**config.mk**
```make
export PLATFORM = sky130hd
export DESIGN_NAME = vpr_cordic_cell
export DESIGN_NICKNAME = d
export VERILOG_FILES = /design/src/hw/rtl/vpr_pkg.sv /design/src/hw/rtl/vpr_cordic_cell.sv
export SDC_FILE = /design/constraint.sdc
export NUM_CORES = 1
export LEC_CHECK = 0
export BUFFER_PORTS_ARGS = -buffer_cell sky130_fd_sc_hd__buf_4
export CAP_MARGIN = 5
export CORE_MARGIN = 1
export CORE_UTILIZATION = 45
export DETAILED_ROUTE_END_ITERATION = 16
export PLACE_DENSITY = 0.78
export SYNTH_ARGS = -nofsm -noshare
export SYNTH_HDL_FRONTEND = slang
export SYNTH_SLANG_ARGS = --single-unit
export TNS_END_PERCENT = 5
```
**constraint.sdc**
```tcl
create_clock -name clk -period 3.2 [get_ports clk]
set_input_delay 0.32 -clock clk [delete_from_list [all_inputs] [get_ports clk]]
set_output_delay 0.32 -clock clk [all_outputs]
set_load 0.01 [all_outputs]
```
**src/hw/rtl/vpr_pkg.sv**
```systemverilog
`default_nettype none
package vpr_pkg;

  localparam int NUM_CHANNELS_DEF    = 1024;
  localparam int COEF_FRAC_BITS_DEF  = 17;
  localparam int PHASOR_BITS_DEF     = 18;

  localparam int COORD_W     = 32;
  localparam int SAMPLE_W    = 24;
  localparam int CHANNEL_W   = 10;
  localparam int PHASE_W     = 56;
  localparam int FACTOR_W    = 32;
  localparam int FACTOR_FRAC = 28;
  localparam int ANGLE_W     = 32;
  localparam int HALF_W      = 28;
  localparam int PROD_W      = 88;
  localparam int CORDIC_W    = 34;
  localparam int CORDIC_FRAC = 30;
  localparam int MAX_CELLS   = 24;
  localparam int NUM_COEF    = 12;

  // The millimetre-to-metre divisor 1000 is 125 times 8; the 8 joins the power-of-two shift.
  localparam int DIV_ODD     = 125;
  localparam int DIV_ODD_SH  = 3;
  localparam int REM_W       = 7;
  localparam int DIGIT_W     = 16;
  localparam int RECIP_SH    = 30;
  // ceil(2^30 / 125); exact quotient for every dividend below 125 * 2^16.
  localparam logic [DIGIT_W+REM_W:0] RECIP_ODD = 24'd8589935;

  localparam logic signed [CORDIC_W-1:0] CORDIC_GAIN  = 34'sd652032874;
  localparam logic signed [CORDIC_W-1:0] EIGHTH_TURN  = 34'sd536870912;
  localparam logic [ANGLE_W-1:0]         ANGLE_OFFSET = 32'h2000_0000;

  typedef enum logic [1:0] {
    OP_BASELINE    = 2'd0,
    OP_SAMPLE      = 2'd1,
    OP_LOAD_COEF   = 2'd2,
    OP_LOAD_FACTOR = 2'd3
  } op_t;

  localparam logic KIND_UVW = 1'b0;
  localparam logic KIND_VIS = 1'b1;

  typedef enum logic [3:0] {
    S_IDLE,
    S_MAC,
    S_BOUT,
    S_FETCH,
    S_MLO,
    S_MHI,
    S_MSUM,
    S_DIV,
    S_ANG,
    S_CHAIN,
    S_CMUL,
    S_CSUM,
    S_SOUT
  } state_t;

  typedef struct packed {
    logic                       vld;
    logic signed [CORDIC_W-1:0] x;
    logic signed [CORDIC_W-1:0] y;
    logic signed [CORDIC_W-1:0] z;
  } cord_t;

  // Arctangent of 2^-i in units of 2^32 per turn.
  function automatic logic signed [CORDIC_W-1:0] atan_turns(input int idx);
    logic signed [CORDIC_W-1:0] r;
    case (idx)
      0:  r = 34'sd536870912;
      1:  r = 34'sd316933406;
      2:  r = 34'sd167458907;
      3:  r = 34'sd85004756;
      4:  r = 34'sd42667331;
      5:  r = 34'sd21354465;
      6:  r = 34'sd10679838;
      7:  r = 34'sd5340245;
      8:  r = 34'sd2670163;
      9:  r = 34'sd1335087;
      10: r = 34'sd667544;
      11: r = 34'sd333772;
      12: r = 34'sd166886;
      13: r = 34'sd83443;
      14: r = 34'sd41722;
      15: r = 34'sd20861;
      16: r = 34'sd10430;
      17: r = 34'sd5215;
      18: r = 34'sd2608;
      19: r = 34'sd1304;
      20: r = 34'sd652;
      21: r = 34'sd326;
      22: r = 34'sd163;
      23: r = 34'sd81;
      default: r = '0;
    endcase
    return r;
  endfunction

endpackage
`default_nettype wire

```
**src/hw/rtl/vpr_cordic_cell.sv**
```systemverilog
`default_nettype none
module vpr_cordic_cell #(
  parameter int IDX = 0
) (
  input  logic          clk,
  input  logic          rst,
  input  vpr_pkg::cord_t cin,
  output vpr_pkg::cord_t cout
);
  import vpr_pkg::*;

  localparam logic signed [CORDIC_W-1:0] ATAN = atan_turns(IDX);

  logic signed [CORDIC_W-1:0] dx;
  logic signed [CORDIC_W-1:0] dy;

  assign dx = $signed(cin.y) >>> IDX;
  assign dy = $signed(cin.x) >>> IDX;

  always_ff @(posedge clk) begin
    if (rst) begin
      cout.vld <= 1'b0;
    end else begin
      cout.vld <= cin.vld;
    end
    if (!cin.z[CORDIC_W-1]) begin
      cout.x <= cin.x - dx;
      cout.y <= cin.y + dy;
      cout.z <= cin.z - ATAN;
    end else begin
      cout.x <= cin.x + dx;
      cout.y <= cin.y - dy;
      cout.z <= cin.z + ATAN;
    end
  end

endmodule
`default_nettype wire

```
Word-level counts from Yosys, hierarchy flattened
Index checks and enable logic that the tools add are counted.
{"block": "word_totals", "register_bits": 103, "inputBits": 105, "output_inout_bits": 103, "wordCells": 10}
{"block": "op_classes", "add_sub_neg": 5, "mux": 1}
{"op": "2-to-1 mux 102 bit", "n": 1}
{"op": "subtractor 34 bit", "n": 2}
{"op": "adder 34 x 31 -> 34 bit, second input constant", "n": 1}
{"op": "adder 34 bit", "n": 1}
{"op": "subtractor 34 x 31 -> 34 bit, second input constant", "n": 1}

Depth between registers and ports, before layout
Gate-level depths: netlist of the first run.
{"block": "logic_depth", "ltp_word": 2, "depth_mapped": 12, "depth_no_buf": 12}

Worst setup path after synthesis of the first run
Ideal clock, no wire load.
{"block": "synth_timing", "path_kind": "input-to-reg", "startpoint": "input port cin[34] in the netlist's numbering", "endpoint": "register cout[94] in the netlist's numbering", "setup_ps": 120, "arrival_time_ps": 2672, "required_ps": 3080, "slack_ps": 408, "stages": 10, "n_path_buf": 0, "path_cell_list": "ha_1 > fa_1 > nor2b_1 > o311ai_2 > a31oi_2 > a211oi_4 > o311ai_1 > a2111oi_2 > o32a_1 > xnor2_1"}
{"block": "synth_via", "elab_chain_len": 2, "word_cells_on_any_way": 3, "cone_classes": "add/sub (2); mux (1)"}
{"item": "start: declaration", "line": "vpr_cordic_cell.sv:7", "rtl": "input vpr_pkg::cord_t cin,"}
{"item": "subtractor 34 bit / adder 34 bit (equally long branches)", "line": "vpr_cordic_cell.sv:27, vpr_cordic_cell.sv:31"}
{"item": "2-to-1 mux 102 bit (*)", "line": "vpr_cordic_cell.sv:26", "rtl": "if (!cin.z[CORDIC_W-1]) begin"}
{"item": "end: declaration", "line": "vpr_cordic_cell.sv:8", "rtl": "output vpr_pkg::cord_t cout"}
Every way passes the cells marked *; elsewhere a longest branch is shown, timed or not.
A chain may end at the register's enable or synchronous reset.

Final worst setup path of the first run
{"block": "layout_timing", "startpoint": "input port cin[34] in the netlist's numbering", "endpoint": "register cout[100] in the netlist's numbering"}
The elaborated chain is that of the path after synthesis.

==> results by group, run 1 <==
Synthesis
  • Yosys warns: 0
  • Synth async-reset ratio: 0%
  • Mapped Area: 0.007960 mm2
  • Avg Cell Area, Syn: 7.960 um2
  • Mapped Cells: 1000
  • Yosys top cell by area: dfxtp_1
  • Post-synth top area share: 25.65%
  • Post-synthesis sequential area ratio: 25.65%
  • Post-synth EDFFs: 0
  • Synth cell types: 77
  • Yosys reg bits: 102
  • Post-synth top cells: 115 x a21oi_1, 102 x dfxtp_1, 102 x ha_1, 98 x inv_1, 80 x nor2_1
  • Post-Syn Nets: 1211
  • Primary FF master, synth: dfxtp_1
  • Synth area leaders: dfxtp_1 26%, ha_1 16%, a21oi_1 7.2%
  • Most common cell in the netlist: a21oi_1

Floorplanning
  • IO Count: 208
  • Die area: 0.01823 mm2
  • Die height: 135 um
  • Die W: 135 um
  • Starting density of the core: 46.02%
  • Core area: 0.01730 mm2
  • Rows: 48

Clock tree
  • Clock sink count: 102
  • Postcts setup bufs: 0
  • CTS Root Cell: clkbuf_16
  • TritonCTS Buffers: 9
  • Hold_buf cts: 0
  • Htree depth: 3
  • Clk buf depth: 2
  • Reg clk slew, reported paths: 0.07 ns
  • CTS tree: built
  • PostCTS Resize Cnt: 0

Critical path
  • WP data arrival: 3.22 ns
  • CP max-delay cell: o41ai_4
  • CP Launch Type: input port
  • Worst stage delay on the critical path: 0.42 ns
  • CP Class: in2reg
  • Worst-path fanout max: 4
  • WP data required: 3.49 ns
  • Crit-path cells: buf_4 > ha_1 > fa_1 > nor2b_1 > o311ai_2 > a31oi_2 > a211oi_4 > nor3_2 > o41ai_4 > nor3_1 > a211oi_2 > xor2_1
  • Worst Setup End Kind: flip-flop

Routing
  • DRC: 0
  • Final wirelength: 24490 um
  • Detailed Routing Iterations Pass 1: 5
  • Via count: 8025
  • Remaining antenna violation count: 0
  • Via density: 5.497
  • Drt initial violations: 909
  • Routed len/inst: 16.77 um

Timing
  • Actual slew at the worst max-slew pin: 0.6211 ns
  • Final Hold Fails: 0
  • Final Cycle Share: 91.85%
  • Final hold slack: 0.06068 ns
  • Fmax: 0.3402 GHz
  • Worst setup margin: 0.2609 ns
  • Final Max Slew Viols: 0
  • Minimum clock period: 2.939 ns
  • Final Setup Violations: 0
  • Max-slew headroom: 58.16%
  • RSZ-0062 raised after global routing: no
  • Setup TNS: 0 ns

Global routing
  • Vias in the first global route: 7504
  • First-pass GRT wire length: 38240 um
  • GR Layer Usage met3: 3.641%
  • GR Util All Layers: 26.57%
  • GR Layer Usage met2: 42.55%
  • Grt total ovfl: 0
  • Initial antenna violation count: 0
  • Busiest layer in global routing: met2
  • M1 GR Usage: 35.33%
  • Largest net degree at the start of global routing: 47

Layout
  • Fin nets: 1441
  • Number of diodes: 0
  • Fillers: 1534
  • Biggest regs: cout x102
  • Max FFs per register: 102
  • Final core utilization: 59.57%
  • Final instance area: 0.01030 mm2
  • P&R area growth vs syn: 29.44%
  • Cell Count, Final, Fillers Out: 1460
  • Layout cells sized above 1: 23.97%
  • Most flops, register: cout

Power
  • Tot Pwr: 4.580 mW
  • Pleak: 4.995 nW
  • VDD IR max: 0.0002727 V
  • Power Density: 444.5 mW/mm2

Place
  • Cell Area, Placed: 0.01002 mm2
  • RD Place Congestion: 0.9935
  • DPL Wire Length: 19840 um
  • Port Buffers: 207
  • Place WS: -0.05656 ns
  • DP Cell Count: 1444

Job
  • Total of max-cap violations: 0

Hold path
  • HP Class: in2reg

Run status
  • Outcome: finished clean
-- routing by layer --
layer	part of all wire [%]	wire (um)
met1	44	10770
met2	44	10830
met3	8.2	2014
met4	3.6	871
met5	0	0
-- kinds of logic after synthesis --
family | count (synthesis) | share of synthesized area, %
buf+inv | 146 | 7.246
flops | 102 | 25.65
fa+ha+maj | 106 | 17.04
xor+xnor | 67 | 7.372
mux | 14 | 1.776
compound gates | 322 | 26.06
simple gates | 243 | 14.85
-- cell usage in the layout, fill, tap and decap left out, types with 9 or more instances in the layout --
cell type / count
buf_4: 261
a21oi_1: 115
ha_1: 102
dfxtp_1: 102
inv_1: 98
nor2_1: 80
o21ai_0: 62
nand2_1: 55
xnor2_1: 53
a21o_1: 25
o21bai_1: 21
o31ai_1: 16
nand3_1: 16
nor3_1: 15
xor2_1: 14
mux2i_1: 13
nand4_1: 12
nand2b_1: 11
nor2b_1: 10
clkbuf_16: 9
-- critical path, delay by kind of cell --
kind,cells,cell delay [ns]
adders and majority gates,2,0.63
xor gates and xnor gates,1,0.17
and+or+nand+nor,3,0.42
buffers and inverters,1,0.12
AOI/OAI and AO/OA,5,1.55
-- power breakdown --
group / switching [mW] / internal [mW] / total [mW]
logic: 1.03 / 0.885 / 1.92
registers: 0.0700 / 1.50 / 1.57
clock network: 0.546 / 0.543 / 1.09
-- cell type report --
class                           instances  area (um2)  share of cell area (%)
Clock buffer                           10       229.0                   2.222
Clock inverter                          6       55.05                  0.5343
Inverter                              104       395.4                   3.837
Multi-Input combinational cell        752        5341                   51.84
Sequential cell                       102        2042                   19.82
Tap cell                              225       281.5                   2.732
Timing Repair Buffer                  261        1959                   19.02
-- path summary, 6_finish.rpt --
check                 startpoint         to  slack (ns)  depth (start not counted)
worst max-delay path     cin[34]  cout[100]        0.26                         12
worst min-delay path      cin[1]    cout[1]        0.06                          1
No activity file was read; power rests on OpenSTA's default activity.
==> run 2, diff against run 1 <==
--- a/config.mk
+++ b/config.mk
@@ -8,9 +8,9 @@
 export BUFFER_PORTS_ARGS = -buffer_cell sky130_fd_sc_hd__buf_4
 export CAP_MARGIN = 5
 export CORE_MARGIN = 1
-export CORE_UTILIZATION = 45
+export CORE_UTILIZATION = 50
 export DETAILED_ROUTE_END_ITERATION = 16
-export PLACE_DENSITY = 0.78
+export PLACE_DENSITY = 0.84
 export SYNTH_ARGS = -nofsm -noshare
 export SYNTH_HDL_FRONTEND = slang
 export SYNTH_SLANG_ARGS = --single-unit
==> results by group, run 2 (synthesis results as in run 1) <==
Place
  • DPL Wire Length: 20100 um (+1.3%)
  • Cell Area, Placed: 0.009965 mm2 (-0.55%)
  • RD Place Congestion: 0.9726 (-2.1%)
  • Port Buffers: 207 (unchanged)

Global routing
  • GR Util All Layers: 30.04% (+3.5 points)
  • Grt total ovfl: 0 (unchanged)
  • First-pass GRT wire length: 38990 um (+2.0%)
  • Largest net degree at the start of global routing: 46 (-2.1%)
  • Vias in the first global route: 7582 (+1.0%)
  • Initial antenna violation count: 0 (unchanged)

Layout
  • Max FFs per register: 102 (unchanged)
  • Most flops, register: cout
  • Area of the multi-input gates: 0.005341 mm2 (unchanged)
  • Fillers: 1324 (-14%)
  • Biggest regs: cout x102
  • Layout cells sized above 1: 23.74% (-0.23 points)
  • Fin nets: 1436 (-0.35%)
  • P&R area growth vs syn: 28.86%
  • Final core utilization: 66.73% (+7.2 points)
  • Most common cell after layout, fill and taps aside: buf_4
  • Register Area: 0.002042 mm2 (unchanged)
  • Number of diodes: 0 (unchanged)
  • Final instance area: 0.01026 mm2 (-0.45%)
  • Commonest non-fill, non-tap cells in the layout: 256 x buf_4, 115 x a21oi_1, 102 x ha_1, 102 x dfxtp_1, 98 x inv_1

Floorplanning
  • Starting density of the core: 51.79% (+5.8 points)
  • IO Count: 208 (unchanged)
  • Die height: 128.2 um (-5.1%)
  • Rows: 45 (-6.3%)
  • Die area: 0.01643 mm2 (-9.9%)
  • Core area: 0.01537 mm2 (-11%)
  • Die W: 128.2 um (-5.1%)

Critical path
  • CP Class: in2reg
  • Stages on the worst setup path: 11 (-1)
  • Critical Path End: cout[94]
  • WP data arrival: 3.15 ns (-0.07 ns)
  • CP Launch Type: input port
  • Worst-path fanout max: 3 (-1)
  • Crit-path cells: buf_4 > ha_1 > fa_1 > nor2b_1 > o311ai_2 > a31oi_2 > a211oi_4 > o311ai_1 > a2111oi_2 > o32a_1 > xnor2_1
  • WP data required: 3.50 ns (about the same)
  • Worst stage delay on the critical path: 0.48 ns (+0.06 ns)
  • Worst setup path start: cin[34]
  • Crit-path leading delay family: compound AO/OA/AOI/OAI gates
  • Worst Setup End Kind: flip-flop
  • Buf/Inv on CP: 1 (unchanged)
  • CP max-delay cell: a2111oi_2

Routing
  • Via density: 5.711 (+3.9%)
  • DRC: 0 (unchanged)
  • Routed len/inst: 17.26 um (+2.9%)
  • Drt initial violations: 805 (-11%)
  • Remaining antenna violation count: 0 (unchanged)
  • Detailed Routing Iterations Pass 1: 6 (+1)
  • Via count: 8230 (+2.6%)
  • Final wirelength: 24870 um (+1.6%)

Power
  • VDD IR max: 0.0002887 V (+5.8%)
  • Power Density: 447.3 mW/mm2 (+0.63%)
  • Pleak: 4.985 nW (-0.19%)
  • Tot Pwr: 4.588 mW (+0.18%)

Clock tree
  • Reg clk slew, reported paths: 0.08 ns (about the same)
  • Postcts setup bufs: 0 (unchanged)
  • Htree depth: 3 (unchanged)
  • TritonCTS Buffers: 9 (unchanged)
  • Hold_buf cts: 0 (unchanged)
  • CTS tree: built
  • PostCTS Resize Cnt: 0 (unchanged)
  • Clock sink count: 102 (unchanged)
  • Clk buf depth: 2 (unchanged)
  • CTS Root Cell: clkbuf_16

Job
  • Total of max-cap violations: 0 (unchanged)

Hold path
  • Hold path cells: 1 (unchanged)
  • HP Class: in2reg

Timing
  • Minimum clock period: 2.854 ns (-0.08496 ns)
  • Actual slew at the worst max-slew pin: 0.6099 ns (-0.01119 ns)
  • Final Max Slew Viols: 0 (unchanged)
  • Final Cycle Share: 89.19% (-2.7 points)
  • RSZ-0062 raised after global routing: no
  • Final Setup Violations: 0 (unchanged)
  • Fmax: 0.3504 GHz (+3.0%)
  • Setup TNS: 0 ns (unchanged)
  • Max-slew headroom: 58.91% (+0.75 points)
  • Final Hold Fails: 0 (unchanged)
  • Final hold slack: 0.06098 ns (+0.0002975 ns)

Run status
  • Outcome: finished clean
[run 2: changes by cell type in the layout (fill, tap and decap cells not counted), sizes merged]
cell      previous run  this run
buf                261       256
clkinv               3         5
inv                105       106
clkinvlp             2         0
clkbuf              10         9
[run 2: area by class of cell]
type / count / share of cell area, %
inverters: 104 / 3.855
multi-input cells: 752 / 52.07
well taps: 211 / 2.574
clock buffers: 9 / 2.196
flip-flops and latches: 102 / 19.91
clock inverters: 7 / 0.6587
repair buffers: 256 / 18.74
[run 2: through the flow]
| stage | instances | worst slack [ns] |
|---|---|---|
| 3_5_place_dp | 1425 | 0.02866 |
| 6_report | 1441 | 0.3459 |
| 5_1_grt | 1441 | 0.1732 |
| 3_3_place_gp | 1425 | 0.05972 |
| 2_1_floorplan | 1000 | 0.4080 |
| 4_1_cts | 1441 | 0.3865 |
[run 2: layer usage]
metal / vias up / routed length, um / global-route usage [%]
li1: 3934 / - / -
met1: 3770 / 10630 / 40.36
met2: 472 / 11330 / 49.04
met3: 54 / 2279 / 3.715
met4: 0 / 627 / 11.56
met5: - / 0 / 0
[run 2: worst min-delay path by stage]
stage                 start  endpoint
finish               cin[2]   cout[2]
global route        cin[19]  cout[19]
CTS                 cin[17]  cout[17]
detailed placement   cin[2]   cout[2]
global placement    cin[24]  cout[24]
floorplan            cin[0]   cout[0]
[run 2: where the power goes]
part,switching (mW),internal [mW]
combinational,1.04,0.878
sequential,0.0757,1.50
clock,0.546,0.547
==> run 3, diff against run 2 <==
--- a/config.mk
+++ b/config.mk
@@ -8,9 +8,9 @@
 export BUFFER_PORTS_ARGS = -buffer_cell sky130_fd_sc_hd__buf_4
 export CAP_MARGIN = 5
 export CORE_MARGIN = 1
-export CORE_UTILIZATION = 50
+export CORE_UTILIZATION = 49
 export DETAILED_ROUTE_END_ITERATION = 16
-export PLACE_DENSITY = 0.84
+export PLACE_DENSITY = 0.86
 export SYNTH_ARGS = -nofsm -noshare
 export SYNTH_HDL_FRONTEND = slang
 export SYNTH_SLANG_ARGS = --single-unit
==> constraint.sdc (replaced) <==
create_clock -name clk -period 2.5 [get_ports clk]
set_input_delay 0.25 -clock clk [delete_from_list [all_inputs] [get_ports clk]]
set_output_delay 0.25 -clock clk [all_outputs]
set_load 0.01 [all_outputs]
==> results by group, run 3 (synthesis results as in run 1) <==
Routing
  • Remaining antenna violation count: 0 (unchanged)
  • Drt initial violations: 1293 (+61%)
  • Final wirelength: 31370 um (+26%)
  • Via density: 5.773 (+1.1%)
  • Routed len/inst: 18.71 um (+8.4%)
  • Detailed Routing Iterations Pass 1: 6 (unchanged)
  • Via count: 9681 (+18%)
  • DRC: 0 (unchanged)

Layout
  • Commonest non-fill, non-tap cells in the layout: 455 x buf_4, 113 x a21oi_1, 102 x dfxtp_1
  • Most common cell after layout, fill and taps aside: buf_4
  • P&R area growth vs syn: 54.48%
  • Layout cells sized above 1: 36.07% (+12 points)
  • Final core utilization: 77.41% (+11 points)
  • Number of diodes: 0 (unchanged)
  • Max FFs per register: 102 (unchanged)
  • Most flops, register: cout
  • Fin nets: 1667 (+16%)
  • Biggest regs: cout x102

Timing
  • Max-slew headroom: 60.27% (+1.4 points)
  • Final Hold Fails: 0 (unchanged)
  • Final Setup Violations: 6 (+6)
  • Fmax: 0.3901 GHz
  • Worst setup margin: -0.06352 ns (-0.4094 ns)
  • Minimum clock period: 2.564 ns
  • Actual slew at the worst max-slew pin: 0.5960 ns (-0.01390 ns)
  • Final Max Slew Viols: 0 (unchanged)
  • Final Cycle Share: 102.5%
  • RSZ-0062 raised after global routing: yes
  • Final hold slack: 0.02695 ns (-0.03403 ns)
  • Setup TNS: -0.2423 ns (-0.2423 ns)

Power
  • Pleak: 6.124 nW (+23%)
  • VDD IR max: 0.0003567 V (+24%)
  • Power Density: 531.0 mW/mm2 (+19%)

Clock tree
  • CTS tree: built
  • CTS Root Cell: clkbuf_16
  • Clk buf depth: 2 (unchanged)
  • Reg clk slew, reported paths: 0.08 ns (about the same)
  • TritonCTS Buffers: 9 (unchanged)
  • Htree depth: 3 (unchanged)
  • Clock sink count: 102 (unchanged)

Floorplanning
  • IO Count: 208 (unchanged)
  • Core area: 0.01589 mm2 (+3.3%)
  • Starting density of the core: 50.11% (-1.7 points)
  • Die W: 129.5 um (+1.0%)
  • Rows: 46 (+2.2%)
  • Die height: 129.5 um (+1.0%)
  • Die area: 0.01676 mm2 (+2.0%)

Critical path
  • Worst-path fanout max: 4 (+1)
  • WP data required: 2.75 ns (-0.75 ns)
  • CP Class: in2reg
  • CP Launch Type: input port
  • WP data arrival: 2.81 ns (-0.34 ns)
  • Worst Setup End Kind: flip-flop

Run status
  • Failing checks: negative setup slack
  • Outcome: complete, but fails checks

Place
  • DPL Wire Length: 22860 um (+14%)
  • Place WS: -0.4757 ns (-0.5043 ns)
  • Port Buffers: 207 (unchanged)
  • RD Place Congestion: 0.9926 (+2.1%)

Global routing
  • Busiest layer in global routing: met2
  • GR Util All Layers: 36.00% (+6.0 points)
  • First-pass GRT wire length: 46980 um (+21%)
  • Vias in the first global route: 9219 (+22%)
  • GR Layer Usage met3: 8.258% (+4.5 points)
  • Initial antenna violation count: 0 (unchanged)
  • GR Layer Usage met2: 59.49% (+10 points)
  • M1 GR Usage: 45.06% (+4.7 points)
  • Largest net degree at the start of global routing: 52 (+13%)
  • Grt total ovfl: 0 (unchanged)

Hold path
  • HP Class: in2reg
  • Hold path cells: 2 (+1)
  • Worst Hold Path EP: cout[102]
  • Worst hold start: rst

Job
  • Total of max-cap violations: 0 (unchanged)
[run 3: changes by cell type in the layout (fill, tap and decap cells not counted), sizes merged]
cell         change
clkinvlp         +1
dlygate4sd3     +29
buf            +202
clkinv           -1
[run 3: layer usage]
metal | vias to the layer above | share of wire [%]
met2 | 670 | 46
met5 | - | 0
met1 | 4487 | 40
li1 | 4390 | -
met4 | 0 | 4.0
met3 | 134 | 10
[run 3: metrics by stage]
stage / area, um2 / total power [mW] / cells
2_1_floorplan: 8001 / 3.382 / 1000
3_3_place_gp: 11510 / 4.813 / 1630
3_5_place_dp: 11510 / 4.863 / 1630
4_1_cts: 12180 / 6.337 / 1676
5_1_grt: 12300 / 6.808 / 1677
6_report: 12300 / 6.530 / 1677
[run 3: worst max path at each step]
stage / startpoint / slack [ns] / cells after the start / endpoint
finish: cin[40] / -0.06 / 13 / cout[67]
detailed placement: cin[35] / -0.48 / 12 / cout[65]
global route: cin[38] / -0.15 / 13 / cout[67]
global placement: cin[35] / -0.48 / 14 / cout[61]
CTS: cin[34] / -0.08 / 14 / cout[98]
floorplan: cin[34] / -0.01 / 10 / cout[60]
[run 3: area by class of cell]
cell class | instances | area [um2]
clock buffers | 9 | 225.2
clock inverters | 7 | 66.31
fillers | 1098 | 3588
inverters | 104 | 395.4
multi-input cells | 752 | 5549
flip-flops and latches | 102 | 2042
well taps | 216 | 270.3
repair buffers | 487 | 3749
[run 3: timing repair]
action / CTS / global route
endpoints found under the setup margin: 10 / 27
pin swaps: 12 / 20
hold buffers: 29 / 0
buffers inserted: 1 / 1
gates cloned: 0 / 0
endpoints found under the hold margin: 29 / 0
gates resized for setup: 14 / 28
[run 3: worst max-delay path: stages]
cell and delay (ns):
buf_4 0.08, inv_1 0.03, ha_1 0.35, nor3_1 0.27, buf_4 0.17, and3_1 0.15, a311o_1 0.15, o211ai_1 0.15
o211ai_1 0.31, nand2_2 0.14, o211a_1 0.28, o311a_1 0.34, xnor2_1 0.14
[run 3: power breakdown]
group          switching, mW  internal (mW)
registers              0.123           1.93
clock network          0.758          0.701
logic                   1.53           1.49
total                   2.41           4.12
