==> src/hw/rtl/vpr_pkg.sv <==
`default_nettype none
package vpr_pkg;

  localparam int NUM_CHANNELS_DEF    = 1024;
  localparam int COEF_FRAC_BITS_DEF  = 17;
  localparam int PHASOR_BITS_DEF     = 18;

  localparam int COORD_W     = 32;
  localparam int SAMPLE_W    = 24;
  localparam int CHANNEL_W   = 10;
  localparam int PHASE_W     = 56;
  localparam int FACTOR_W    = 32;
  localparam int FACTOR_FRAC = 28;
  localparam int ANGLE_W     = 32;
  localparam int HALF_W      = 28;
  localparam int PROD_W      = 88;
  localparam int CORDIC_W    = 34;
  localparam int CORDIC_FRAC = 30;
  localparam int MAX_CELLS   = 24;
  localparam int NUM_COEF    = 12;

  // The millimetre-to-metre divisor 1000 is 125 times 8; the 8 joins the power-of-two shift.
  localparam int DIV_ODD     = 125;
  localparam int DIV_ODD_SH  = 3;
  localparam int REM_W       = 7;
  localparam int DIGIT_W     = 16;
  localparam int RECIP_SH    = 30;
  // ceil(2^30 / 125); exact quotient for every dividend below 125 * 2^16.
  localparam logic [DIGIT_W+REM_W:0] RECIP_ODD = 24'd8589935;

  localparam logic signed [CORDIC_W-1:0] CORDIC_GAIN  = 34'sd652032874;
  localparam logic signed [CORDIC_W-1:0] EIGHTH_TURN  = 34'sd536870912;
  localparam logic [ANGLE_W-1:0]         ANGLE_OFFSET = 32'h2000_0000;

  typedef enum logic [1:0] {
    OP_BASELINE    = 2'd0,
    OP_SAMPLE      = 2'd1,
    OP_LOAD_COEF   = 2'd2,
    OP_LOAD_FACTOR = 2'd3
  } op_t;

  localparam logic KIND_UVW = 1'b0;
  localparam logic KIND_VIS = 1'b1;

  typedef enum logic [3:0] {
    S_IDLE,
    S_MAC,
    S_BOUT,
    S_FETCH,
    S_MLO,
    S_MHI,
    S_MSUM,
    S_DIV,
    S_ANG,
    S_CHAIN,
    S_CMUL,
    S_CSUM,
    S_SOUT
  } state_t;

  typedef struct packed {
    logic                       vld;
    logic signed [CORDIC_W-1:0] x;
    logic signed [CORDIC_W-1:0] y;
    logic signed [CORDIC_W-1:0] z;
  } cord_t;

  // Arctangent of 2^-i in units of 2^32 per turn.
  function automatic logic signed [CORDIC_W-1:0] atan_turns(input int idx);
    logic signed [CORDIC_W-1:0] r;
    case (idx)
      0:  r = 34'sd536870912;
      1:  r = 34'sd316933406;
      2:  r = 34'sd167458907;
      3:  r = 34'sd85004756;
      4:  r = 34'sd42667331;
      5:  r = 34'sd21354465;
      6:  r = 34'sd10679838;
      7:  r = 34'sd5340245;
      8:  r = 34'sd2670163;
      9:  r = 34'sd1335087;
      10: r = 34'sd667544;
      11: r = 34'sd333772;
      12: r = 34'sd166886;
      13: r = 34'sd83443;
      14: r = 34'sd41722;
      15: r = 34'sd20861;
      16: r = 34'sd10430;
      17: r = 34'sd5215;
      18: r = 34'sd2608;
      19: r = 34'sd1304;
      20: r = 34'sd652;
      21: r = 34'sd326;
      22: r = 34'sd163;
      23: r = 34'sd81;
      default: r = '0;
    endcase
    return r;
  endfunction

endpackage
`default_nettype wire

==> src/hw/rtl/vpr_phase_div.sv <==
`default_nettype none
module vpr_phase_div #(
  parameter int MW = 88,
  parameter int SH = 16
) (
  input  logic                        clk,
  input  logic                        rst,
  input  logic                        start,
  input  logic [MW-1:0]               dividend,
  output logic                        done,
  output logic [vpr_pkg::ANGLE_W-1:0] quo
);
  import vpr_pkg::*;

  localparam int SW    = MW + 1;
  localparam int TW    = SW - SH;
  localparam int NL    = (TW + DIGIT_W - 1) / DIGIT_W;
  localparam int RW    = NL * DIGIT_W;
  localparam int CNT_W = $clog2(NL + 1);
  localparam int CUR_W = REM_W + DIGIT_W;
  localparam int QM_W  = CUR_W + DIGIT_W + REM_W + 1;

  localparam logic [SW-1:0] HALF_D = SW'(DIV_ODD) << (SH - 1);

  logic [SW-1:0]      rsum;
  logic [RW-1:0]      t_r;
  logic [REM_W-1:0]   rem_r;
  logic [CNT_W-1:0]   cnt;
  logic [CUR_W-1:0]   cur;
  logic [QM_W-1:0]    qmul;
  logic [DIGIT_W-1:0] qd;
  logic [CUR_W-1:0]   qprod;
  logic [CUR_W-1:0]   rnext;

  // Adding half the divisor first turns the floor quotient into the rounded one.
  assign rsum  = SW'(dividend) + HALF_D;
  assign cur   = {rem_r, t_r[RW-1 -: DIGIT_W]};
  assign qmul  = QM_W'(cur) * QM_W'(RECIP_ODD);
  assign qd    = qmul[RECIP_SH +: DIGIT_W];
  assign qprod = CUR_W'(qd) * CUR_W'(DIV_ODD);
  assign rnext = cur - qprod;

  // Long division by 125, one 16-bit digit per cycle from the top; the power-of-two
  // part of the divisor is a plain shift. Only the low quotient digits are kept.
  always_ff @(posedge clk) begin
    if (rst) begin
      cnt  <= '0;
      done <= 1'b0;
    end else begin
      done <= (cnt == CNT_W'(1));
      if (start) begin
        cnt <= CNT_W'(NL);
      end else if (cnt != '0) begin
        cnt <= cnt - CNT_W'(1);
      end
    end
    if (start) begin
      t_r   <= RW'(rsum >> SH);
      rem_r <= '0;
      quo   <= '0;
    end else if (cnt != '0) begin
      t_r   <= t_r << DIGIT_W;
      rem_r <= rnext[REM_W-1:0];
      quo   <= {quo[ANGLE_W-DIGIT_W-1:0], qd};
    end
  end

endmodule
`default_nettype wire

==> config.mk <==
export PLATFORM = sky130hd
export DESIGN_NAME = vpr_phase_div
export DESIGN_NICKNAME = d
export VERILOG_FILES = /design/src/hw/rtl/vpr_pkg.sv /design/src/hw/rtl/vpr_phase_div.sv
export SDC_FILE = /design/constraint.sdc
export NUM_CORES = 1
export LEC_CHECK = 0
export ABC_AREA = 0
export BUFFER_PORTS_ARGS = -buffer_cell sky130_fd_sc_hd__buf_2
export CAP_MARGIN = 20
export CORE_ASPECT_RATIO = 1.75
export CORE_MARGIN = 1.5
export CORE_UTILIZATION = 50
export DETAILED_ROUTE_END_ITERATION = 8
export MAX_ROUTING_LAYER = met4
export PLACE_DENSITY_LB_ADDON = 0.2
export SLEW_MARGIN = 15
export SYNTH_ARGS = -nofsm -noshare
export SYNTH_HDL_FRONTEND = slang
export SYNTH_SLANG_ARGS = --single-unit
==> constraint.sdc <==
create_clock -name clk -period 8.5 [get_ports clk]
set_clock_uncertainty 0.1 [all_clocks]
set_input_delay 0.85 -clock clk [delete_from_list [all_inputs] [get_ports clk]]
set_output_delay 0.85 -clock clk [all_outputs]
set_load 0.01 [all_outputs]
# == Word level (Yosys, flattened, before mapping) ==
# Cells that the tools add are included.
# word_totals
reg_bits,123
input_bits,91
out_inout_bits,33
wordCells,20
# op_classes
n_addsub,3
mul,2
n_eq_ne,1
muxes,4
n_reduce_logical,3
# op_table
op,count
two-way mux 73 bit,2
"adder 88 x 22 -> 89 bit, second input constant",1
"multiplier 23 x 24 -> 46 bit, second input constant",1
"multiplier 16 x 7 -> 7 bit, second input constant",1
subtractor 7 bit,1
two-way mux 3 bit,2
"equality test 3 x 1 -> 1 bit, second input constant",1
nonzero test 3 bit,1
"subtractor 3 x 1 -> 3 bit, second input constant",1
nonzero test 2 bit,1
OR reduction 2 bit,1

# == Longest topological paths before layout ==
# Gate-level depths: netlist of run 1.
# logic_depth
word_depth,3
depth_mapped,40

# == Worst setup path after synthesis of run 1 ==
# Ideal clock, no wire load.
# synth_timing
path_kind,register -> register
start,reg rem_r[5]
end,reg rem_r[6]
arrival_ps,8981
required_time_ps,8331
setup_slack_ps,-650
stages_incl_launch_ff,38
period_less_slack_ps,9150
cell_sequence,dfxtp_1 inv_1 ha_1 inv_1 fa_1 inv_1 fa_1 fa_1 fa_1 inv_1 fa_1 inv_1 fa_1 inv_1 ha_1 a21o_1 nand2_1 nand2_1 [2 not listed] a31oi_1 or4b_1 nand3_1 inv_1 ha_1 inv_1 fa_1 fa_1 inv_1 fa_1 inv_1 ha_1 a21oi_1 xnor2_1 xnor3_1 xnor2_1 xnor3_1 o21ai_1
# synth_via
elab_chain_len,3
# synth_rtl
item,line,source
"start, declared",vpr_phase_div.sv:27,logic [REM_W-1:0] rem_r;
"start signal, assigned",vpr_phase_div.sv:63,rem_r <= rnext[REM_W-1:0];
multiplier 23 x 24 -> 46 bit,vpr_phase_div.sv:38,assign qmul = QM_W'(cur) * QM_W'(RECIP_ODD);
via qmul[31],vpr_phase_div.sv:30,logic [QM_W-1:0] qmul;
multiplier 16 x 7 -> 7 bit,vpr_phase_div.sv:40,assign qprod = CUR_W'(qd) * CUR_W'(DIV_ODD);
subtractor 7 bit,vpr_phase_div.sv:41,assign rnext = cur - qprod;
# The timed path passes the listed nets, and every way through them passes these cells.
# A chain may end at the register's enable or synchronous reset.

# == Final worst setup path of run 1 ==
# layout_timing
start,reg rem_r[4]
end,reg rem_r[6]
# layout_via
elab_chain_len,3
# layout_rtl
item,line
multiplier 23 x 24 -> 46 bit,vpr_phase_div.sv:38
multiplier 16 x 7 -> 7 bit,vpr_phase_div.sv:40
subtractor 7 bit,vpr_phase_div.sv:41
# No other way between the ends.

==> impl_summary.txt, run 1 <==
----------------------------------------------------
[Outcome]
  Outcome ... finished, violations left
  Violations in the final reports ... negative setup slack

[Critical path]
  Maximum fanout along the worst path ... 4
  Worst Path Arrival ... 9.25 ns
  Type of element launching the critical path ... flip-flop
  Cell at the slowest stage of the critical path ... fa_2
  Required time reported for the critical path endpoint ... 8.74 ns
  Largest stage delay on the critical path ... 0.61 ns
  Crit Path Category ... flip-flop to flip-flop
  Crit path capture type ... flip-flop

[Place]
  Detailed placer's ending HPWL ... 32240 um
  Weighted congestion reported at the end of routability-driven placement ... 0.9322
  Number of buffers inserted by port buffering ... 108

[Synthesis]
  Flip-flop and latch count after synthesis ... 123
  Number of synthesized flops with an enable pin ... 73
  Net count after synthesis ... 2103
  Top area cells in the synthesized netlist ... fa_1 22%, ha_1 21%, edfxtp_1 15%
  Sequential share of the synthesized area ... 0.2113
  Fraction of registers with async set/reset ... 0
  Synth unique cells ... 80
  Top cell type's share of synthesized area ... 0.2173
  Dominant register cell in the synthesized netlist ... edfxtp_1
  Top cell type by total area after synthesis ... fa_1
  Gate count after technology mapping ... 1591
  Average cell area after synthesis ... 9.498 um^2
  Cell Area, Synth ... 15110 um^2
  YS warnings ... 0

[Clocking]
  Clock transition time at the flip-flop clock pins of the worst setup and hold paths ... 0.06 ns
  Post-CTS Hold Buffers ... 0
  Clock Path Buffers ... 2
  Clock latency reported for the late side of the worst-skew pair ... 0.43 ns
  Cell chosen for the clock root ... clkbuf_16
  H-tree levels ... 4
  Clock sink total ... 123
  Cts bufs inserted ... 17
  Clock tree from TritonCTS ... done

[Timing]
  Hold WS ... 0.3479 ns
  Max Transition Viols Final ... 0
  Post-route worst setup slack ... -0.5130 ns
  Final worst path period need ... 9.013 ns
  Maximum clock frequency ... 111.0 MHz
  Setup repair after global routing missed its margin ... true
  Hold violation total from the final report ... 0
  Share of the clock period used by the worst path after layout ... 1.060
  Worst slew margin relative to its limit ... 0.3715
  Endpoints failing setup ... 1
  Slew at the pin closest to its max-slew limit ... 0.9427 ns

[Floorplanning]
  Initial cell density of the core ... 0.5062
  Core footprint ... 29850 um^2
  Count of pins on the block boundary ... 124
  Die outline width ... 134.4 um
  Die area ... 31320 um^2
  Total number of placement rows ... 84
  Die H ... 233.0 um

[Detailed routing]
  Vias per Instance ... 5.078
  Drt wl/cell ... 16.57 um
  Routed via count ... 11.53k
  Number of DRC markers after the initial detailed-route iteration ... 336
  Routed wire length ... 37630 um
  Detailed-router iteration count before antenna repair ... 4
  DRC viols ... 0
  Antenna Nets Post-Route ... 0

[Final layout]
  Share of post-route cells with drive strength above 1 ... 0.2369
  Most common cell after layout, fill and taps aside ... inv_1
  Total number of nets in the final design ... 2382
  Growth of design area from synthesis to finish ... 22.39%
  Commonest cells after routing, fill and taps aside ... 321 x inv_1, 237 x ha_1, 181 x buf_4

[Hold path]
  Min-delay worst type ... flip-flop to flip-flop

[Job]
  Maxcap violations ... 0

[Global route]
  Antenna violations before repair ... 1
  First-pass GRT wire length ... 60060 um
  Largest net degree at the start of global routing ... 100
  Aggregate global routing overflow ... 0
  Via count of the first global-routing pass ... 12.26k
  Global router's overall resource usage ... 0.2585

----------------------------------------------------
[sequential cells by signal, indices dropped and copies added (netlist names)]
name	count
t_r	80
quo	32
rem_r	7
cnt	3
done	1
[repair_timing]
action                                  CTS  global route
gates resized for setup                  23            31
buffers inserted                         10             7
pin swaps                                26            47
hold endpoints to repair                  0             0
endpoints found under the setup margin    2             3
[through the flow]
| step | util | setup WS, ns | TNS, ns | cells | cell area (um^2) |
|---|---|---|---|---|---|
| floorplan | - | 0.004343 | 0 | 1591 | 15380 |
| global placement | 0.5869 | -0.5638 | -0.5850 | 2221 | 17520 |
| detailed placement | 0.5869 | -0.7570 | -0.9010 | 2221 | 17520 |
| CTS | 0.6128 | -0.5448 | -0.5448 | 2263 | 18290 |
| global route | 0.6196 | -0.8095 | -1.076 | 2271 | 18490 |
| finish | 0.6196 | -0.5130 | -0.5130 | 2271 | 18490 |
[cell type report]
class,instances,area [um^2]
Antenna cell,1,2.502
Fill cell,2596,11350
Multi-Input combinational cell,1096,10960
Inverter,338,1269
Clock buffer,19,432.9
Sequential cell,123,3214
Timing Repair Buffer,294,1962
Clock inverter,13,167.7
Tap cell,387,484.2
[cell usage after synthesis, types with 7 or more instances]
library cell and count:
a211oi_1 7, a21o_1 11, a21oi_1 124, and2_1 17
and3_1 18, clkbuf_1 26, dfxtp_1 50, edfxtp_1 73
fa_1 164, ha_1 257, inv_1 336, nand2_1 121
nand3_1 28, nand4_1 14, nor2_1 107, nor3_1 10
o21ai_0 19, xnor2_1 64, xor2_1 34
[cells by family (layout without fill, tap and decap cells)]
logic type,count (synthesis),count (layout),synth area share
compound gates,205,205,0.08189
xor+xnor,101,101,0.06086
fa+ha+maj,421,421,0.4301
buf+inv,372,664,0.09448
flops,123,123,0.2113
mux,6,6,0.004057
other cells,0,1,0
simple gates,363,363,0.1173
[final timing paths]
check                         from  cells past startpoint                     to  slack [ns]
min           quo[23]$_SDFFE_PP0N_                      2   quo[23]$_SDFFE_PP0N_        0.35
min reg2reg   quo[23]$_SDFFE_PP0N_                      2   quo[23]$_SDFFE_PP0N_        0.35
max reg2reg  rem_r[4]$_SDFFE_PP0N_                     31  rem_r[6]$_SDFFE_PP0N_       -0.51
max          rem_r[4]$_SDFFE_PP0N_                     31  rem_r[6]$_SDFFE_PP0N_       -0.51
[critical path, delay by kind of cell (launching register included)]
| family | cells | cell delay, ns |
|---|---|---|
| buffers and inverters | 5 | 0.34 |
| XOR/XNOR | 5 | 0.98 |
| AND/OR/NAND/NOR | 5 | 1.05 |
| AO/OA/AOI/OAI | 4 | 0.54 |
| adder cells (fa/ha/maj) | 12 | 5.56 |
| flip-flops | 1 | 0.35 |
[metal layers]
layer | share of wire | vias up | global-route usage
li1 | - | 5709 | -
met1 | 0.35 | 5541 | 0.2454
met2 | 0.57 | 201 | 0.5071
met3 | 0.021 | 81 | 0.02527
met4 | 0.058 | 0 | 0.1284
met5 | 0 | - | -
Power of run 1 is not shown: default switching activity piles up to over one toggle a cycle in this logic, so the estimate is an artifact.
==> inputs of run 2 (changes only) <==
--- a/config.mk
+++ b/config.mk
@@ -5,7 +5,7 @@
 export SDC_FILE = /design/constraint.sdc
 export NUM_CORES = 1
 export LEC_CHECK = 0
-export ABC_AREA = 0
+export ABC_AREA = 1
 export BUFFER_PORTS_ARGS = -buffer_cell sky130_fd_sc_hd__buf_2
 export CAP_MARGIN = 20
 export CORE_ASPECT_RATIO = 1.75
==> impl_summary.txt, run 2 <==
----------------------------------------------------
[Outcome]
  Outcome ... finished, final reports clean

[Final layout]
  Largest Register ... t_r
  Post-route cell area ... 19470 um^2 (+5.3%)
  Commonest cells after routing, fill and taps aside ... 495 x inv_1, 367 x nand2_1, 239 x ha_1
  Most common cell after layout, fill and taps aside ... inv_1
  FILL cells ... 2932 (+13%)
  Registers with the most flip-flops ... t_r (80), quo (32), rem_r (7)
  Total number of nets in the final design ... 2770 (+16%)
  Growth of design area from synthesis to finish ... 19.45%
  Share of post-route cells with drive strength above 1 ... 0.1898 (-0.04707)
  Number of flip-flops under the largest register name ... 80 (unchanged)

[Critical path]
  Crit Path Category ... flip-flop to flip-flop
  Worst Path Buf+Inv ... 9 (+4)
  Cell at the slowest stage of the critical path ... fa_2
  Worst Path Arrival ... 8.67 ns (-0.58 ns)
  Maximum fanout along the worst path ... 4 (unchanged)
  Required time reported for the critical path endpoint ... 8.72 ns (-0.02 ns)
  Largest stage delay on the critical path ... 0.53 ns (-0.08 ns)
  Type of element launching the critical path ... flip-flop
  Crit path max-delay family ... adder cells
  Crit path capture type ... flip-flop
  Most frequent cell on the critical path ... fa_1

[Synthesis]
  Flip-flop and latch count after synthesis ... 123 (unchanged)
  Dominant register cell in the synthesized netlist ... edfxtp_1
  Average cell area after synthesis ... 8.217 um^2 (-13%)
  Sequential share of the synthesized area ... 0.1959 (-0.01544)
  Top cell type by total area after synthesis ... fa_1
  Number of synthesized flops with an enable pin ... 73 (unchanged)
  Most frequent cells after synthesis ... 503 x inv_1, 380 x nand2_1, 257 x ha_1, 164 x fa_1, 111 x nor2_1
  Cell Area, Synth ... 16300 um^2 (+7.9%)
  Top area cells in the synthesized netlist ... fa_1 20%, ha_1 20%, edfxtp_1 13%
  Gate count after technology mapping ... 1984 (+25%)
  Fraction of registers with async set/reset ... 0 (unchanged)
  Synth unique cells ... 50 (-38%)
  Most numerous cell in the Yosys netlist ... inv_1
  Top cell type's share of synthesized area ... 0.2014 (-0.01588)
  YS warnings ... 0 (unchanged)
  Net count after synthesis ... 2496 (+19%)

[Floorplanning]
  Die area ... 33740 um^2 (+7.7%)
  Die outline width ... 139.5 um (+3.8%)
  Count of pins on the block boundary ... 124 (unchanged)
  Initial cell density of the core ... 0.5077 (+0.001411)
  Core footprint ... 32110 um^2 (+7.6%)
  Die H ... 241.9 um (+3.8%)
  Total number of placement rows ... 87 (+3.6%)

[Global route]
  GR met2 Demand/Resource ... 0.5601 (+0.05309)
  First-pass GRT wire length ... 73180 um (+22%)
  Met3 Resource Use GR ... 0.02158 (-0.003688)
  Global router's overall resource usage ... 0.2931 (+0.03455)
  Aggregate global routing overflow ... 0 (unchanged)
  Via count of the first global-routing pass ... 14.48k (+18%)
  Largest net degree at the start of global routing ... 89 (-11%)
  Layer with the highest usage ... met2
  Antenna violations before repair ... 2 (+1)
  Grt met1 use ... 0.2768 (+0.03140)

[Timing]
  Endpoints failing setup ... 0 (-1)
  Final sum of negative setup slack ... 0 ns (+0.5130 ns)
  Hold violation total from the final report ... 0 (unchanged)
  Worst slew margin relative to its limit ... 0.2985 (-0.07297)
  Final worst path period need ... 8.452 ns (-0.5607 ns)
  Setup repair after global routing missed its margin ... true
  Slew at the pin closest to its max-slew limit ... 1.052 ns (+0.1095 ns)
  Post-route worst setup slack ... 0.04768 ns (+0.5607 ns)
  Maximum clock frequency ... 118.3 MHz (+6.6%)
  Hold WS ... 0.3550 ns (+0.007093 ns)
  Max Transition Viols Final ... 0 (unchanged)
  Share of the clock period used by the worst path after layout ... 0.9944 (-0.06596)

[Place]
  Weighted congestion reported at the end of routability-driven placement ... 0.9689 (+3.9%)
  Number of buffers inserted by port buffering ... 108 (unchanged)
  Placed cell areas ... 18460 um^2 (+5.4%)
  Detailed placer's ending HPWL ... 40560 um (+26%)
  Dpl ws ... -0.4836 ns (+0.2734 ns)

[Clocking]
  Clock Path Buffers ... 2 (unchanged)
  Post-CTS Hold Buffers ... 0 (unchanged)
  H-tree levels ... 4 (unchanged)
  Clock sink total ... 123 (unchanged)
  Cell chosen for the clock root ... clkbuf_16
  Clock latency reported for the late side of the worst-skew pair ... 0.42 ns (about the same)
  Clock tree from TritonCTS ... done
  Cts bufs inserted ... 17 (unchanged)
  Clock transition time at the flip-flop clock pins of the worst setup and hold paths ... 0.06 ns (about the same)

[Detailed routing]
  Antenna Nets Post-Route ... 0 (unchanged)
  Number of DRC markers after the initial detailed-route iteration ... 473 (+41%)
  Routed wire length ... 46560 um (+24%)
  Routed via count ... 13.57k (+18%)
  Vias per Instance ... 5.076 (about the same)
  Drt wl/cell ... 17.42 um (+5.1%)
  Detailed-router iteration count before antenna repair ... 5 (+1)
  DRC viols ... 0 (unchanged)

[Job]
  Maxcap violations ... 0 (unchanged)

[Hold path]
  Min-delay worst type ... flip-flop to flip-flop

----------------------------------------------------
[run 2: final timing paths]
| kind | start | to | cells past startpoint | slack [ns] |
|---|---|---|---|---|
| min | t_r[59]$_DFFE_PP_ | t_r[75]$_SDFFE_PP0N_ | 2 | 0.35 |
| min reg2reg | t_r[59]$_DFFE_PP_ | t_r[75]$_SDFFE_PP0N_ | 2 | 0.35 |
| max | rem_r[5]$_SDFFE_PP0N_ | rem_r[6]$_SDFFE_PP0N_ | 36 | 0.05 |
| max reg2reg | rem_r[5]$_SDFFE_PP0N_ | rem_r[6]$_SDFFE_PP0N_ | 36 | 0.05 |
[run 2: layer usage]
layer  part of all wire  up-vias  wire length, um
li1                   -     6727                -
met1               0.35     6450            16120
met2               0.56      270            26010
met3              0.022      121             1037
met4              0.073        0             3403
met5                  0        -                0
[run 2: layout make-up]
cell class,count,area [um^2],share of cell area
antenna,2,5.005,0.0002570
clock buffer,21,450.4,0.02313
clock inverter,11,71.32,0.003663
inverter,506,1901,0.09760
multi-input combinational,1334,11530,0.5922
sequential,123,3201,0.1644
tap,400,500.5,0.02570
timing repair buffer,276,1813,0.09311
[run 2: cell families (layout without fill, tap and decap cells)]
family | count (synthesis) | in the layout | share of synthesized area
other | 0 | 2 | 0
multiplexers | 2 | 2 | 0.001228
AND/OR/NAND/NOR | 650 | 650 | 0.1751
buffers and inverters | 527 | 814 | 0.1214
AO/OA/AOI/OAI | 186 | 186 | 0.06739
XOR/XNOR | 75 | 75 | 0.04029
flip-flops | 123 | 123 | 0.1959
adder cells (fa/ha/maj) | 421 | 421 | 0.3986
[run 2: timing repair]
item,CTS,global route
resized for setup,73,21
pin swaps,56,18
setup buffers,11,0
setup endpoints to repair,2,3
[run 2: worst reg2reg max path: cells and delay by family, from the launching register on]
family          cells  cell delay [ns]
flops               1             0.34
fa+ha+maj          13             5.53
xor+xnor            2             0.34
compound gates      4             0.53
buf+inv             9             0.54
simple gates        8             0.98
[run 2: stage by stage]
| stage | std cells | util |
|---|---|---|
| after floorplan | 1984 | - |
| after global placement | 2629 | 0.5748 |
| after detailed placement | 2629 | 0.5748 |
| after CTS | 2671 | 0.6037 |
| after global routing | 2673 | 0.6064 |
| final | 2673 | 0.6064 |
Power of run 2 is left out for the same reason.
==> inputs of run 3 (changes only) <==
--- a/config.mk
+++ b/config.mk
@@ -8,9 +8,11 @@
 export ABC_AREA = 1
 export BUFFER_PORTS_ARGS = -buffer_cell sky130_fd_sc_hd__buf_2
 export CAP_MARGIN = 20
+export CELL_PAD_IN_SITES_DETAIL_PLACEMENT = 2
+export CELL_PAD_IN_SITES_GLOBAL_PLACEMENT = 2
 export CORE_ASPECT_RATIO = 1.75
 export CORE_MARGIN = 1.5
-export CORE_UTILIZATION = 50
+export CORE_UTILIZATION = 34
 export DETAILED_ROUTE_END_ITERATION = 8
 export MAX_ROUTING_LAYER = met4
 export PLACE_DENSITY_LB_ADDON = 0.2
==> impl_summary.txt, run 3 (synthesized netlist as in run 2, its figures left out) <==
----------------------------------------------------
[Floorplanning]
  Initial cell density of the core ... 0.3424 (-0.1653)
  Die H ... 292.7 um (+21%)
  Core footprint ... 47610 um^2 (+48%)
  Count of pins on the block boundary ... 124 (unchanged)
  Total number of placement rows ... 106 (+22%)
  Die outline width ... 168.5 um (+21%)
  Die area ... 49320 um^2 (+46%)

[Critical path]
  Crit path capture type ... flip-flop
  Required time reported for the critical path endpoint ... 8.72 ns (about the same)
  Type of element launching the critical path ... flip-flop
  Largest stage delay on the critical path ... 0.55 ns (+0.02 ns)
  Crit Path Category ... flip-flop to flip-flop
  Maximum fanout along the worst path ... 4 (unchanged)
  Cell at the slowest stage of the critical path ... fa_1
  Worst Path Arrival ... 8.97 ns (+0.30 ns)

[Timing]
  Endpoints failing setup ... 1 (+1)
  Hold WS ... 0.3448 ns (-0.01013 ns)
  Slew at the pin closest to its max-slew limit ... 1.140 ns (+0.08802 ns)
  Hold violation total from the final report ... 0 (unchanged)
  Final sum of negative setup slack ... -0.2445 ns (-0.2445 ns)
  Post-route worst setup slack ... -0.2445 ns (-0.2921 ns)
  Setup repair after global routing missed its margin ... true
  Worst slew margin relative to its limit ... 0.2399 (-0.05868)
  Final worst path period need ... 8.744 ns (+0.2921 ns)
  Maximum clock frequency ... 114.4 MHz (-3.3%)
  Max Transition Viols Final ... 0 (unchanged)
  Share of the clock period used by the worst path after layout ... 1.029 (+0.03437)

[Final layout]
  Largest Register ... t_r
  Growth of design area from synthesis to finish ... 25.44%
  Most common cell after layout, fill and taps aside ... inv_1
  Registers with the most flip-flops ... t_r (80), quo (32), rem_r (7)
  Number of diodes added for antenna fixing ... 0 (-2)
  Share of post-route cells with drive strength above 1 ... 0.2326 (+0.04278)
  Number of flip-flops under the largest register name ... 80 (unchanged)
  Commonest cells after routing, fill and taps aside ... 477 x inv_1, 352 x nand2_1, 227 x ha_1
  Total number of nets in the final design ... 2808 (+1.4%)

[Outcome]
  Outcome ... finished, violations left
  Violations in the final reports ... negative setup slack

[Clocking]
  Cell chosen for the clock root ... clkbuf_16
  H-tree levels ... 4 (unchanged)
  Clock sink total ... 123 (unchanged)
  Clock tree from TritonCTS ... done
  Post-CTS Hold Buffers ... 0 (unchanged)
  Cts bufs inserted ... 17 (unchanged)
  Clock Path Buffers ... 2 (unchanged)
  Clock transition time at the flip-flop clock pins of the worst setup and hold paths ... 0.06 ns (about the same)
  Clock latency reported for the late side of the worst-skew pair ... 0.43 ns (about the same)

[Global route]
  First-pass GRT wire length ... 96510 um (+32%)
  Largest net degree at the start of global routing ... 90 (+1.1%)
  Antenna violations before repair ... 0 (-2)
  Aggregate global routing overflow ... 0 (unchanged)
  Global router's overall resource usage ... 0.2707 (-0.02235)
  Via count of the first global-routing pass ... 17.19k (+19%)

[Place]
  Detailed placer's ending HPWL ... 53430 um (+32%)
  Number of buffers inserted by port buffering ... 108 (unchanged)
  Weighted congestion reported at the end of routability-driven placement ... 0.8920 (-7.9%)

[Detailed routing]
  Drt wl/cell ... 21.87 um (+26%)
  Detailed-router iteration count before antenna repair ... 4 (-1)
  Routed via count ... 14.55k (+7.2%)
  Antenna Nets Post-Route ... 0 (unchanged)
  Routed wire length ... 63480 um (+36%)
  Vias per Instance ... 5.010 (-1.3%)
  Number of DRC markers after the initial detailed-route iteration ... 453 (-4.2%)
  DRC viols ... 0 (unchanged)

[Job]
  Maxcap violations ... 0 (unchanged)

[Hold path]
  Min-delay worst type ... flip-flop to flip-flop

----------------------------------------------------
==> run 3: changes by cell type in the layout (fill, tap and decap cells not counted), moves of 6 or more <==
cell / previous run / this run
buf_4: 165 / 198
dfxtp_1: 44 / 38
fa_1: 159 / 151
fa_2: 5 / 13
ha_1: 239 / 227
ha_4: 14 / 27
inv_1: 495 / 477
inv_2: 9 / 27
nand2_1: 367 / 352
nand2_2: 20 / 29
nand2_4: 5 / 11
==> run 3: through the flow <==
| stage | utilization | cells | area, um^2 | worst slack [ns] |
|---|---|---|---|---|
| finish | 0.4295 | 2903 | 20450 | -0.2445 |
| detailed placement | 0.3958 | 2842 | 18840 | -0.9492 |
| floorplan | - | 1984 | 16310 | 0.02020 |
| global route | 0.4295 | 2903 | 20450 | -0.5269 |
| CTS | 0.4258 | 2900 | 20270 | -0.1640 |
| global placement | 0.3958 | 2842 | 18840 | -0.7863 |
==> run 3: routing by layer <==
metal / track usage / wire, um / vias to the layer above
met4: 0.1731 / 4577 / 0
met1: 0.2332 / 20190 / 7365
li1: - / - / 6800
met5: - / 0 / -
met2: 0.5492 / 37790 / 233
met3: 0.01865 / 931 / 147
==> run 3: final timing paths <==
kind,from,to,slack [ns],cells past startpoint
setup reg to reg,t_r[69]$_DFFE_PP_,rem_r[6]$_SDFFE_PP0N_,-0.24,43
hold / removal,t_r[63]$_DFFE_PP_,t_r[79]$_SDFFE_PP0N_,0.34,2
setup / recovery,t_r[69]$_DFFE_PP_,rem_r[6]$_SDFFE_PP0N_,-0.24,43
hold reg to reg,t_r[63]$_DFFE_PP_,t_r[79]$_SDFFE_PP0N_,0.34,2
==> run 3: layout make-up <==
type | instances | area (um^2)
fill | 5406 | 27160
multi-input combinational | 1334 | 11870
sequential | 123 | 3216
timing repair buffer | 314 | 2121
inverter | 506 | 1901
tap | 594 | 743.2
clock buffer | 19 | 452.9
clock inverter | 13 | 148.9
==> run 3: timing repair <==
action | in CTS | in global routing
gates cloned | 0 | 0
buffers inserted | 26 | 4
endpoints found under the setup margin | 3 | 3
pin swaps | 96 | 34
resized for setup | 155 | 33
==> run 3: critical path, delay by kind of cell (launching register included) <==
kind                       cells  cell delay (ns)
adders and majority gates     13             4.91
and+or+nand+nor               15             1.60
buffers and inverters         11             0.83
xor gates and xnor gates       2             0.39
AOI/OAI and AO/OA              2             0.26
DFF                            1             0.50
Power of run 3 is left out for the same reason.
